**src/rtl/epgu_pkg.sv**
```systemverilog
package epgu_pkg;

	localparam int VERT_COUNT_DEF = 1024;
	localparam int DIM_DEF = 2;

	localparam int VERT_W = 10;
	localparam int COORD_W = 32;
	localparam int GAMMA_W = 24;
	localparam int CLIP_W = 24;
	localparam int LR_W = 18;
	localparam int CNT_W = 4;
	localparam int REQ_W = 2;
	localparam int CI_W = 3;
	localparam int DIFF_W = 33;
	localparam int PROD_W = 66;
	localparam int DIV_NUM_W = 58;
	localparam int DIV_DEN_W = 33;
	localparam int GMAG_W = 29;
	localparam int STEP_W = 26;
	localparam int PADDR_W = 4;
	localparam int PDATA_W = 32;

	localparam logic [16:0] ONE_Q = 17'd65536;
	localparam logic [12:0] TENTH_Q = 13'd6554;

	localparam logic [REQ_W-1:0] REQ_UPDATE = 2'd0;
	localparam logic [REQ_W-1:0] REQ_WRITE = 2'd1;
	localparam logic [REQ_W-1:0] REQ_READ = 2'd2;

	localparam logic [1:0] REG_GAMMA = 2'd0;
	localparam logic [1:0] REG_CLIP = 2'd1;
	localparam logic [1:0] REG_LR = 2'd2;

	localparam logic [GAMMA_W-1:0] GAMMA_RST = 24'd458752;
	localparam logic [CLIP_W-1:0] CLIP_RST = 24'd327680;
	localparam logic [LR_W-1:0] LR_RST = 18'd65536;

	typedef enum logic [1:0] {
		KIND_UPD,
		KIND_WR,
		KIND_RD,
		KIND_NOP
	} kind_t;

	typedef enum logic [4:0] {
		ST_IDLE,
		ST_WR,
		ST_RD,
		ST_RD_DATA,
		ST_LD_S,
		ST_LD_T,
		ST_LD_D,
		ST_SQ,
		ST_ACC,
		ST_DIV1_GO,
		ST_DIV1,
		ST_DIV2_GO,
		ST_DIV2,
		ST_GM1,
		ST_GM2,
		ST_GM3,
		ST_GM4,
		ST_CM_RD,
		ST_CM_WR,
		ST_RESULT
	} bst_t;

	typedef struct packed {
		logic start;
		logic [DIV_NUM_W-1:0] num;
		logic [DIV_DEN_W-1:0] den;
	} div_req_t;

	typedef struct packed {
		logic busy;
		logic done;
		logic [DIV_NUM_W-1:0] quo;
	} div_rsp_t;

endpackage

```
**src/rtl/epgu_front.sv**
```systemverilog
module epgu_front #(
	parameter int VERT_COUNT = epgu_pkg::VERT_COUNT_DEF,
	parameter int DIM = epgu_pkg::DIM_DEF,
	localparam int VW = $clog2(VERT_COUNT),
	localparam int IW = (DIM > 1) ? $clog2(DIM) : 1
) (
	input logic clk,
	input logic arst_n,
	input logic in_valid,
	output logic in_stall,
	input logic [epgu_pkg::REQ_W-1:0] req_type,
	input logic [epgu_pkg::VERT_W-1:0] source_vertex,
	input logic [epgu_pkg::VERT_W-1:0] target_vertex,
	input logic is_positive,
	input logic end_of_group,
	input logic [epgu_pkg::CI_W-1:0] coord_index,
	input logic signed [epgu_pkg::COORD_W-1:0] coord_value,
	output logic q_valid,
	input logic q_pop,
	output epgu_pkg::kind_t q_kind,
	output logic [VW-1:0] q_src,
	output logic [VW-1:0] q_tgt,
	output logic q_positive,
	output logic q_eog,
	output logic [IW-1:0] q_ci,
	output logic [epgu_pkg::COORD_W-1:0] q_value
);
	import epgu_pkg::*;

	localparam int EW = 2 + 2 * VW + 2 + IW + COORD_W;

	logic v_s1;
	logic [REQ_W-1:0] req_s1;
	logic [VERT_W-1:0] src_s1;
	logic [VERT_W-1:0] tgt_s1;
	logic pos_s1;
	logic eog_s1;
	logic [CI_W-1:0] ci_s1;
	logic [COORD_W-1:0] val_s1;

	logic accept;
	logic push;
	logic full;
	logic ci_ok;
	kind_t kind;
	logic [VW-1:0] src_red;
	logic [VW-1:0] tgt_red;

	logic [EW-1:0] fifo_q [2];
	logic wr_ptr_q;
	logic rd_ptr_q;
	logic [1:0] fifo_cnt_q;
	logic [EW-1:0] head;

	assign full = fifo_cnt_q == 2'd2;
	assign in_stall = v_s1 && full;
	assign accept = in_valid && !in_stall;
	assign push = v_s1 && !full;

	always_ff @(posedge clk or negedge arst_n) begin
		if (!arst_n) begin
			v_s1 <= 1'b0;
		end else if (accept) begin
			v_s1 <= 1'b1;
		end else if (push) begin
			v_s1 <= 1'b0;
		end
	end

	always_ff @(posedge clk) begin
		if (accept) begin
			req_s1 <= req_type;
			src_s1 <= source_vertex;
			tgt_s1 <= target_vertex;
			pos_s1 <= is_positive;
			eog_s1 <= end_of_group;
			ci_s1 <= coord_index;
			val_s1 <= coord_value;
		end
	end

	if (VERT_COUNT >= (1 << VERT_W)) begin : g_pass
		assign src_red = VW'(src_s1);
		assign tgt_red = VW'(tgt_s1);
	end else begin : g_mod
		localparam int RED_SH = 21;
		localparam int PW = VERT_W + RED_SH;
		localparam int MW = 2 * VERT_W;
		localparam logic [RED_SH-1:0] RECIP = RED_SH'((64'd1 << RED_SH) / VERT_COUNT);
		logic [VERT_W-1:0] qs_s1;
		logic [VERT_W-1:0] qt_s1;
		logic [PW-1:0] ps;
		logic [PW-1:0] pt;
		logic [MW-1:0] rs;
		logic [MW-1:0] rt;
		logic [MW-1:0] rs_c;
		logic [MW-1:0] rt_c;

		assign ps = PW'(source_vertex) * PW'(RECIP);
		assign pt = PW'(target_vertex) * PW'(RECIP);

		always_ff @(posedge clk) begin
			if (accept) begin
				qs_s1 <= ps[PW-1:RED_SH];
				qt_s1 <= pt[PW-1:RED_SH];
			end
		end

		assign rs = MW'(src_s1) - MW'(qs_s1) * MW'(VERT_COUNT);
		assign rt = MW'(tgt_s1) - MW'(qt_s1) * MW'(VERT_COUNT);
		assign rs_c = (rs >= MW'(VERT_COUNT)) ? rs - MW'(VERT_COUNT) : rs;
		assign rt_c = (rt >= MW'(VERT_COUNT)) ? rt - MW'(VERT_COUNT) : rt;
		assign src_red = rs_c[VW-1:0];
		assign tgt_red = rt_c[VW-1:0];
	end

	assign ci_ok = {1'b0, ci_s1} < (CI_W + 1)'(DIM);

	always_comb begin
		unique case (req_s1)
			REQ_UPDATE: kind = KIND_UPD;
			REQ_WRITE: kind = ci_ok ? KIND_WR : KIND_NOP;
			REQ_READ: kind = ci_ok ? KIND_RD : KIND_NOP;
			default: kind = KIND_NOP;
		endcase
	end

	always_ff @(posedge clk) begin
		if (push) begin
			fifo_q[wr_ptr_q] <= {kind, src_red, tgt_red, pos_s1, eog_s1, ci_s1[IW-1:0], val_s1};
		end
	end

	always_ff @(posedge clk or negedge arst_n) begin
		if (!arst_n) begin
			wr_ptr_q <= 1'b0;
			rd_ptr_q <= 1'b0;
			fifo_cnt_q <= 2'd0;
		end else begin
			if (push) begin
				wr_ptr_q <= !wr_ptr_q;
			end
			if (q_pop) begin
				rd_ptr_q <= !rd_ptr_q;
			end
			if (push && !q_pop) begin
				fifo_cnt_q <= fifo_cnt_q + 2'd1;
			end else if (q_pop && !push) begin
				fifo_cnt_q <= fifo_cnt_q - 2'd1;
			end
		end
	end

	assign head = fifo_q[rd_ptr_q];
	assign q_valid = fifo_cnt_q != 2'd0;
	assign q_kind = kind_t'(head[EW-1:EW-2]);
	assign q_src = head[EW-3:EW-2-VW];
	assign q_tgt = head[EW-3-VW:EW-2-2*VW];
	assign q_positive = head[IW+COORD_W+1];
	assign q_eog = head[IW+COORD_W];
	assign q_ci = head[IW+COORD_W-1:COORD_W];
	assign q_value = head[COORD_W-1:0];

	a_pop_nonempty: assert property (@(posedge clk) disable iff (!arst_n)
		q_pop |-> fifo_cnt_q != 2'd0)
		else $error("Queue popped while empty.");

	a_cnt_bound: assert property (@(posedge clk) disable iff (!arst_n)
		fifo_cnt_q != 2'd3)
		else $error("Queue count beyond its depth.");

endmodule

```
**config.mk**
```make
export PLATFORM = sky130hd
export DESIGN_NAME = epgu_front
export DESIGN_NICKNAME = d
export VERILOG_FILES = /design/src/rtl/epgu_pkg.sv /design/src/rtl/epgu_front.sv
export SDC_FILE = /design/constraint.sdc
export NUM_CORES = 1
export LEC_CHECK = 0
export BUFFER_PORTS_ARGS = -buffer_cell sky130_fd_sc_hd__buf_4
export CAP_MARGIN = 20
export CORE_MARGIN = 10
export CORE_UTILIZATION = 54
export DETAILED_ROUTE_END_ITERATION = 8
export PLACE_DENSITY = 0.83
export SYNTH_ARGS = -nofsm -noshare
export SYNTH_HDL_FRONTEND = slang
export SYNTH_SLANG_ARGS = --single-unit
```
**constraint.sdc**
```tcl
create_clock -name clk -period 3.9 [get_ports clk]
set_clock_uncertainty 0.1 [all_clocks]
set_input_delay 0.195 -clock clk [delete_from_list [all_inputs] [get_ports clk]]
set_output_delay 0.195 -clock clk [all_outputs]
set_load 0.1 [all_outputs]
```
==> results of run 1 <==
-- timing repair --
item                                   in CTS  in global routing
endpoints found under the hold margin      66                  0
buffers inserted                            0                  0
hold buffers                               62                  0
-- kinds of logic after synthesis --
family,after synthesis
buffers and inverters,9
AO/OA/AOI/OAI,2
adder cells (fa/ha/maj),1
flip-flops,178
XOR/XNOR,5
multiplexers,57
AND/OR/NAND/NOR,10
-- per-stage QoR --
stage / std cells / cell area, µm² / setup slack (ps)
final: 617 / 8470 / 1480
after global routing: 617 / 8470 / 1400
after CTS: 617 / 8470 / 1430
after detailed placement: 523 / 7300 / 1640
after global placement: 523 / 7300 / 1730
after floorplan: 262 / 6220 / 331
-- final cells by class --
class | instances | share of cell area
multi-input combinational | 75 | 0.101
tap | 143 | 0.0211
timing repair buffer | 186 | 0.183
inverter | 3 | 0.00133
sequential | 178 | 0.628
clock buffer | 21 | 0.0520
clock inverter | 11 | 0.0134
-- synthesized netlist by cell type, drive strengths merged --
cell type,count,area (µm²)
xnor2,2,17.5
or2,2,12.5
dfrtp,5,125
and2,1,6.26
and3,1,6.26
nand3b,1,7.51
nor2,2,7.51
buf,6,48.8
ha,1,12.5
nand2b,2,12.5
a21o,2,15.0
nand2,1,3.75
edfxtp,173,5190
mux2,57,717
xor2,3,26.3
inv,3,11.3
-- how the worst min path moves through the flow --
stage,to,slack (ps),cells past startpoint
4_1_cts,wr_ptr_q,0.5,2
6_report,wr_ptr_q,20,2
5_1_grt,rd_ptr_q,30,2
3_3_place_gp,rd_ptr_q,-100,1
2_1_floorplan,fifo_cnt_q[0],-200,0
3_5_place_dp,rd_ptr_q,-100,1
-- metal layers --
metal  routed length, µm  global-route usage
met5                   0                   0
met4                 196              0.0596
met3                 846              0.0488
met2                6310               0.253
met1                4580               0.166
-- flip-flops by register name, summed over array words and instances, names as in the netlist, 2 cells and up --
name        cells
tgt_red        10
req_s1          2
ci_s1           3
fifo_q        114
src_red        10
val_s1         32
fifo_cnt_q      2
==> flow_metrics.env, run 1 <==
export IMPL_worstSkewPairLatency_ps=410
export IMPL_ant_nets=0
export IMPL_worst_pin_slew_ps=904
export IMPL_cts_root_buffer="clkbuf_16"
export IMPL_path_depth=2
export IMPL_routedWlPerCell_um=19.3
export IMPL_layout_commonest_cell="edfxtp_1"
export IMPL_n_fill_cell=619
export IMPL_slowest_delay_ps=1010
export IMPL_worstPathCellList="mux2_2 > buf_4"
export IMPL_crit_arrival_ps=2130
export IMPL_yosys_warnings=0
export IMPL_slowest_stage="dfrtp_4"
export IMPL_final_cell_mix="173 x edfxtp_1, 124 x buf_4, 62 x dlygate4sd3_1"
export IMPL_ff2ff_path_depth=3
export IMPL_cts_buffers=17
export IMPL_synthAdderAreaFrac=0.00201
export IMPL_drive_gt1_frac=0.447
export IMPL_min_path_type="in -> async"
export IMPL_endpoint_kind="primary output"
export IMPL_cp_required_ps=3610
export IMPL_grt_first_pass_wirelength_mm=18.0
export IMPL_path_class="reg -> out"
export IMPL_clkSlewWorstSetupHoldPaths_ps=60
export IMPL_status="complete, no violations"
export IMPL_grt_pass1_vias=3291
export IMPL_holdWs_ps=17.6
export IMPL_antennaDiodeCount=0
export IMPL_port_buffers=121
export IMPL_post_cts_resized=0
export IMPL_first_iter_violations=236
export IMPL_r2r_slack_ps=1640
export IMPL_antenna_found_initial=0
export IMPL_postSynthCellCount=262
export IMPL_synth_compound_area_share=0.00241
export IMPL_fin_crit_sh=0.621
export IMPL_chipHeight_um=127
export IMPL_globalplace_congestion=0.730
export IMPL_synth_seq_cells=178
export IMPL_finalHoldViolCount=0
export IMPL_area_growth_pct=36.1
export IMPL_slew_viol_final=0
export IMPL_dr_pass1_iters=4
export IMPL_synthMuxAreaShare=0.115
export IMPL_vias_per_cell=4.92
export IMPL_cts_num_sinks=178
export IMPL_regArea_um2=5320
export IMPL_ioPinCount=122
export IMPL_overflow=0
export IMPL_multi_input_area_um2=855
export IMPL_critPathMaxFanout=58
export IMPL_synth_fp_nets=326
export IMPL_synth_avg_cell_area_um2=23.8
export IMPL_period_needed_ps=2420
export IMPL_synth_top_family_by_area="multiplexers"
export IMPL_critPathBufInv=1
export IMPL_drc=0
export IMPL_cp_start_kind="flip-flop"
export IMPL_relSlewSlack=0.397
export IMPL_htree_num_levels=4
export IMPL_path_delay_family="flip-flops"
export IMPL_grt_max_degree=59
export IMPL_vias=3037
export IMPL_dp_hpwl_mm=7.32
export IMPL_grt_util_all_layers=0.147
export IMPL_max_freq_mhz=413
export IMPL_rsz0062_at_grt="false"
export IMPL_endpoint="q_value[1]"
export IMPL_critical_path_startpoint="rd_ptr_q"
export IMPL_timing_rr_end="val_s1[25]"
export IMPL_yosysSeqAreaShare=0.855
export IMPL_setup_tns_ps=0
export IMPL_yosysUniqueCellTypes=18
export IMPL_synth_simple_area_share=0.00905
export IMPL_wl_mm=11.9
export IMPL_final_nets=525
export IMPL_die_w_um=127
export IMPL_fp_dieArea_um2=16200
export IMPL_cts_tree="done"
export IMPL_clockBufferDepth=2
export IMPL_cap_viol_max_count=0
export IMPL_coreArea_um2=11400
export IMPL_finalSetupViolCount=0
export IMPL_synth_xor_area_share=0.00704
export IMPL_final_util=0.745
export IMPL_syn_area_um2=6220
export IMPL_start_util=0.547
export IMPL_num_rows=39
export IMPL_r2r_start="fifo_cnt_q[0]"
Power of run 1 is not shown: default switching activity piles up to over one toggle a cycle in this logic, so the estimate is an artifact.
==> inputs of run 2 (changes only) <==
- clock period: 3.9 -> 2.25 ns (I/O delays scaled with it)
==> flow_metrics.env, run 2 (synthesis gave the netlist of run 1 again) <==
export IMPL_worstSkewPairLatency_ps=410
export IMPL_dr_pass1_iters=4
export IMPL_path_class="reg -> out"
export IMPL_min_path_type="in -> reg"
export IMPL_routedWlPerCell_um=19.3
export IMPL_worstPathCellList="buf_12 > mux2_2 > buf_4"
export IMPL_port_buffers=121
export IMPL_endpoint_kind="primary output"
export IMPL_cts_tree="done"
export IMPL_cts_num_sinks=178
export IMPL_overflow=0
export IMPL_dp_hpwl_mm=7.45
export IMPL_path_delay_family="flip-flops"
export IMPL_cts_buffers=17
export IMPL_num_rows=39
export IMPL_fp_dieArea_um2=16200
export IMPL_finalSetupViolCount=0
export IMPL_status="complete, no violations"
export IMPL_first_iter_violations=202
export IMPL_ioPinCount=122
export IMPL_rsz0062_at_grt="false"
export IMPL_fin_crit_sh=0.922
export IMPL_drive_gt1_frac=0.465
export IMPL_slowest_delay_ps=550
export IMPL_globalplace_congestion=0.757
export IMPL_die_w_um=127
export IMPL_start_util=0.547
export IMPL_max_freq_mhz=482
export IMPL_period_needed_ps=2070
export IMPL_post_cts_resized=0
export IMPL_chipHeight_um=127
export IMPL_area_growth_pct=37.7
export IMPL_cp_start_kind="flip-flop"
export IMPL_clockBufferDepth=2
export IMPL_grt_max_degree=37
export IMPL_cp_required_ps=2040
export IMPL_worst_pin_slew_ps=503
export IMPL_cap_viol_max_count=0
export IMPL_critPathBufInv=2
export IMPL_ant_nets=0
export IMPL_grt_first_pass_wirelength_mm=18.4
export IMPL_final_nets=532
export IMPL_slew_viol_final=0
export IMPL_coreArea_um2=11400
export IMPL_drc=0
export IMPL_layout_commonest_cell="edfxtp_1"
export IMPL_regMostFlops="fifo_q"
export IMPL_vias_per_cell=4.96
export IMPL_relSlewSlack=0.664
export IMPL_cts_root_buffer="clkbuf_16"
export IMPL_critPathMaxFanout=25
export IMPL_slowest_stage="dfrtp_4"
export IMPL_htree_num_levels=4
export IMPL_grt_util_all_layers=0.148
export IMPL_final_cell_mix="173 x edfxtp_1, 128 x buf_4, 63 x dlygate4sd3_1"
export IMPL_reg_top3="fifo_q x114, val_s1 x32"
export IMPL_wl_mm=12.0
export IMPL_finalHoldViolCount=0
export IMPL_crit_arrival_ps=1860
export IMPL_vias=3098
export IMPL_clkSlewWorstSetupHoldPaths_ps=70
export IMPL_antenna_found_initial=0
export IMPL_r2r_slack_ps=540
export IMPL_setup_tns_ps=0
export IMPL_grt_pass1_vias=3409
export IMPL_largest_register_ffs=114
-- run 2: cell count changes in the layout (fill, tap and decap cells not counted), sizes merged --
cell	delta
buf	+6
clkbuf	-4
clkinvlp	-2
dlygate4sd3	+1
inv	+5
diode	+1
-- run 2: worst paths after layout --
check,from,to,depth (start not counted)
worst max-delay path,rd_ptr_q,q_value[9],3
worst min-delay path,coord_value[15],val_s1[15],2
worst max register to register,fifo_cnt_q[0],val_s1[18],3
worst min register to register,val_s1[15],fifo_q[0][15],0
max in group asynchronous,arst_n,rd_ptr_q,3
min in group asynchronous,arst_n,fifo_cnt_q[0],3
-- run 2: final cells by class --
cell class / instances / area (µm²)
Inverter: 3 / 11.3
Multi-Input combinational cell: 75 / 855
Clock buffer: 17 / 425
Antenna cell: 1 / 2.50
Timing Repair Buffer: 193 / 1620
Sequential cell: 178 / 5320
Fill cell: 619 / 2800
Tap cell: 143 / 179
Clock inverter: 14 / 153
-- run 2: layer usage --
layer | wire, µm | part of all wire | GRT usage
met1 | 4720 | 0.39 | 0.168
met4 | 137 | 0.011 | 0.0610
met3 | 798 | 0.066 | 0.0533
met5 | 0 | 0 | 0
met2 | 6370 | 0.53 | 0.249
-- run 2: timing repair --
action                                  4_1_cts  5_1_grt
hold endpoints to repair                     66        0
setup buffers                                 0        1
hold buffers                                 63        0
endpoints found under the setup margin        0        1
-- run 2: through the flow --
step	hold slack, ps	instances	util	instance area, µm²	worst slack, ps
2_1_floorplan	-283	262	-	6230	252
3_3_place_gp	-184	528	0.646	7350	531
3_5_place_dp	-182	528	0.646	7350	493
4_1_cts	295	622	0.753	8560	47.6
5_1_grt	303	623	0.754	8570	126
6_report	305	624	0.754	8570	176
Power of run 2 is left out for the same reason.
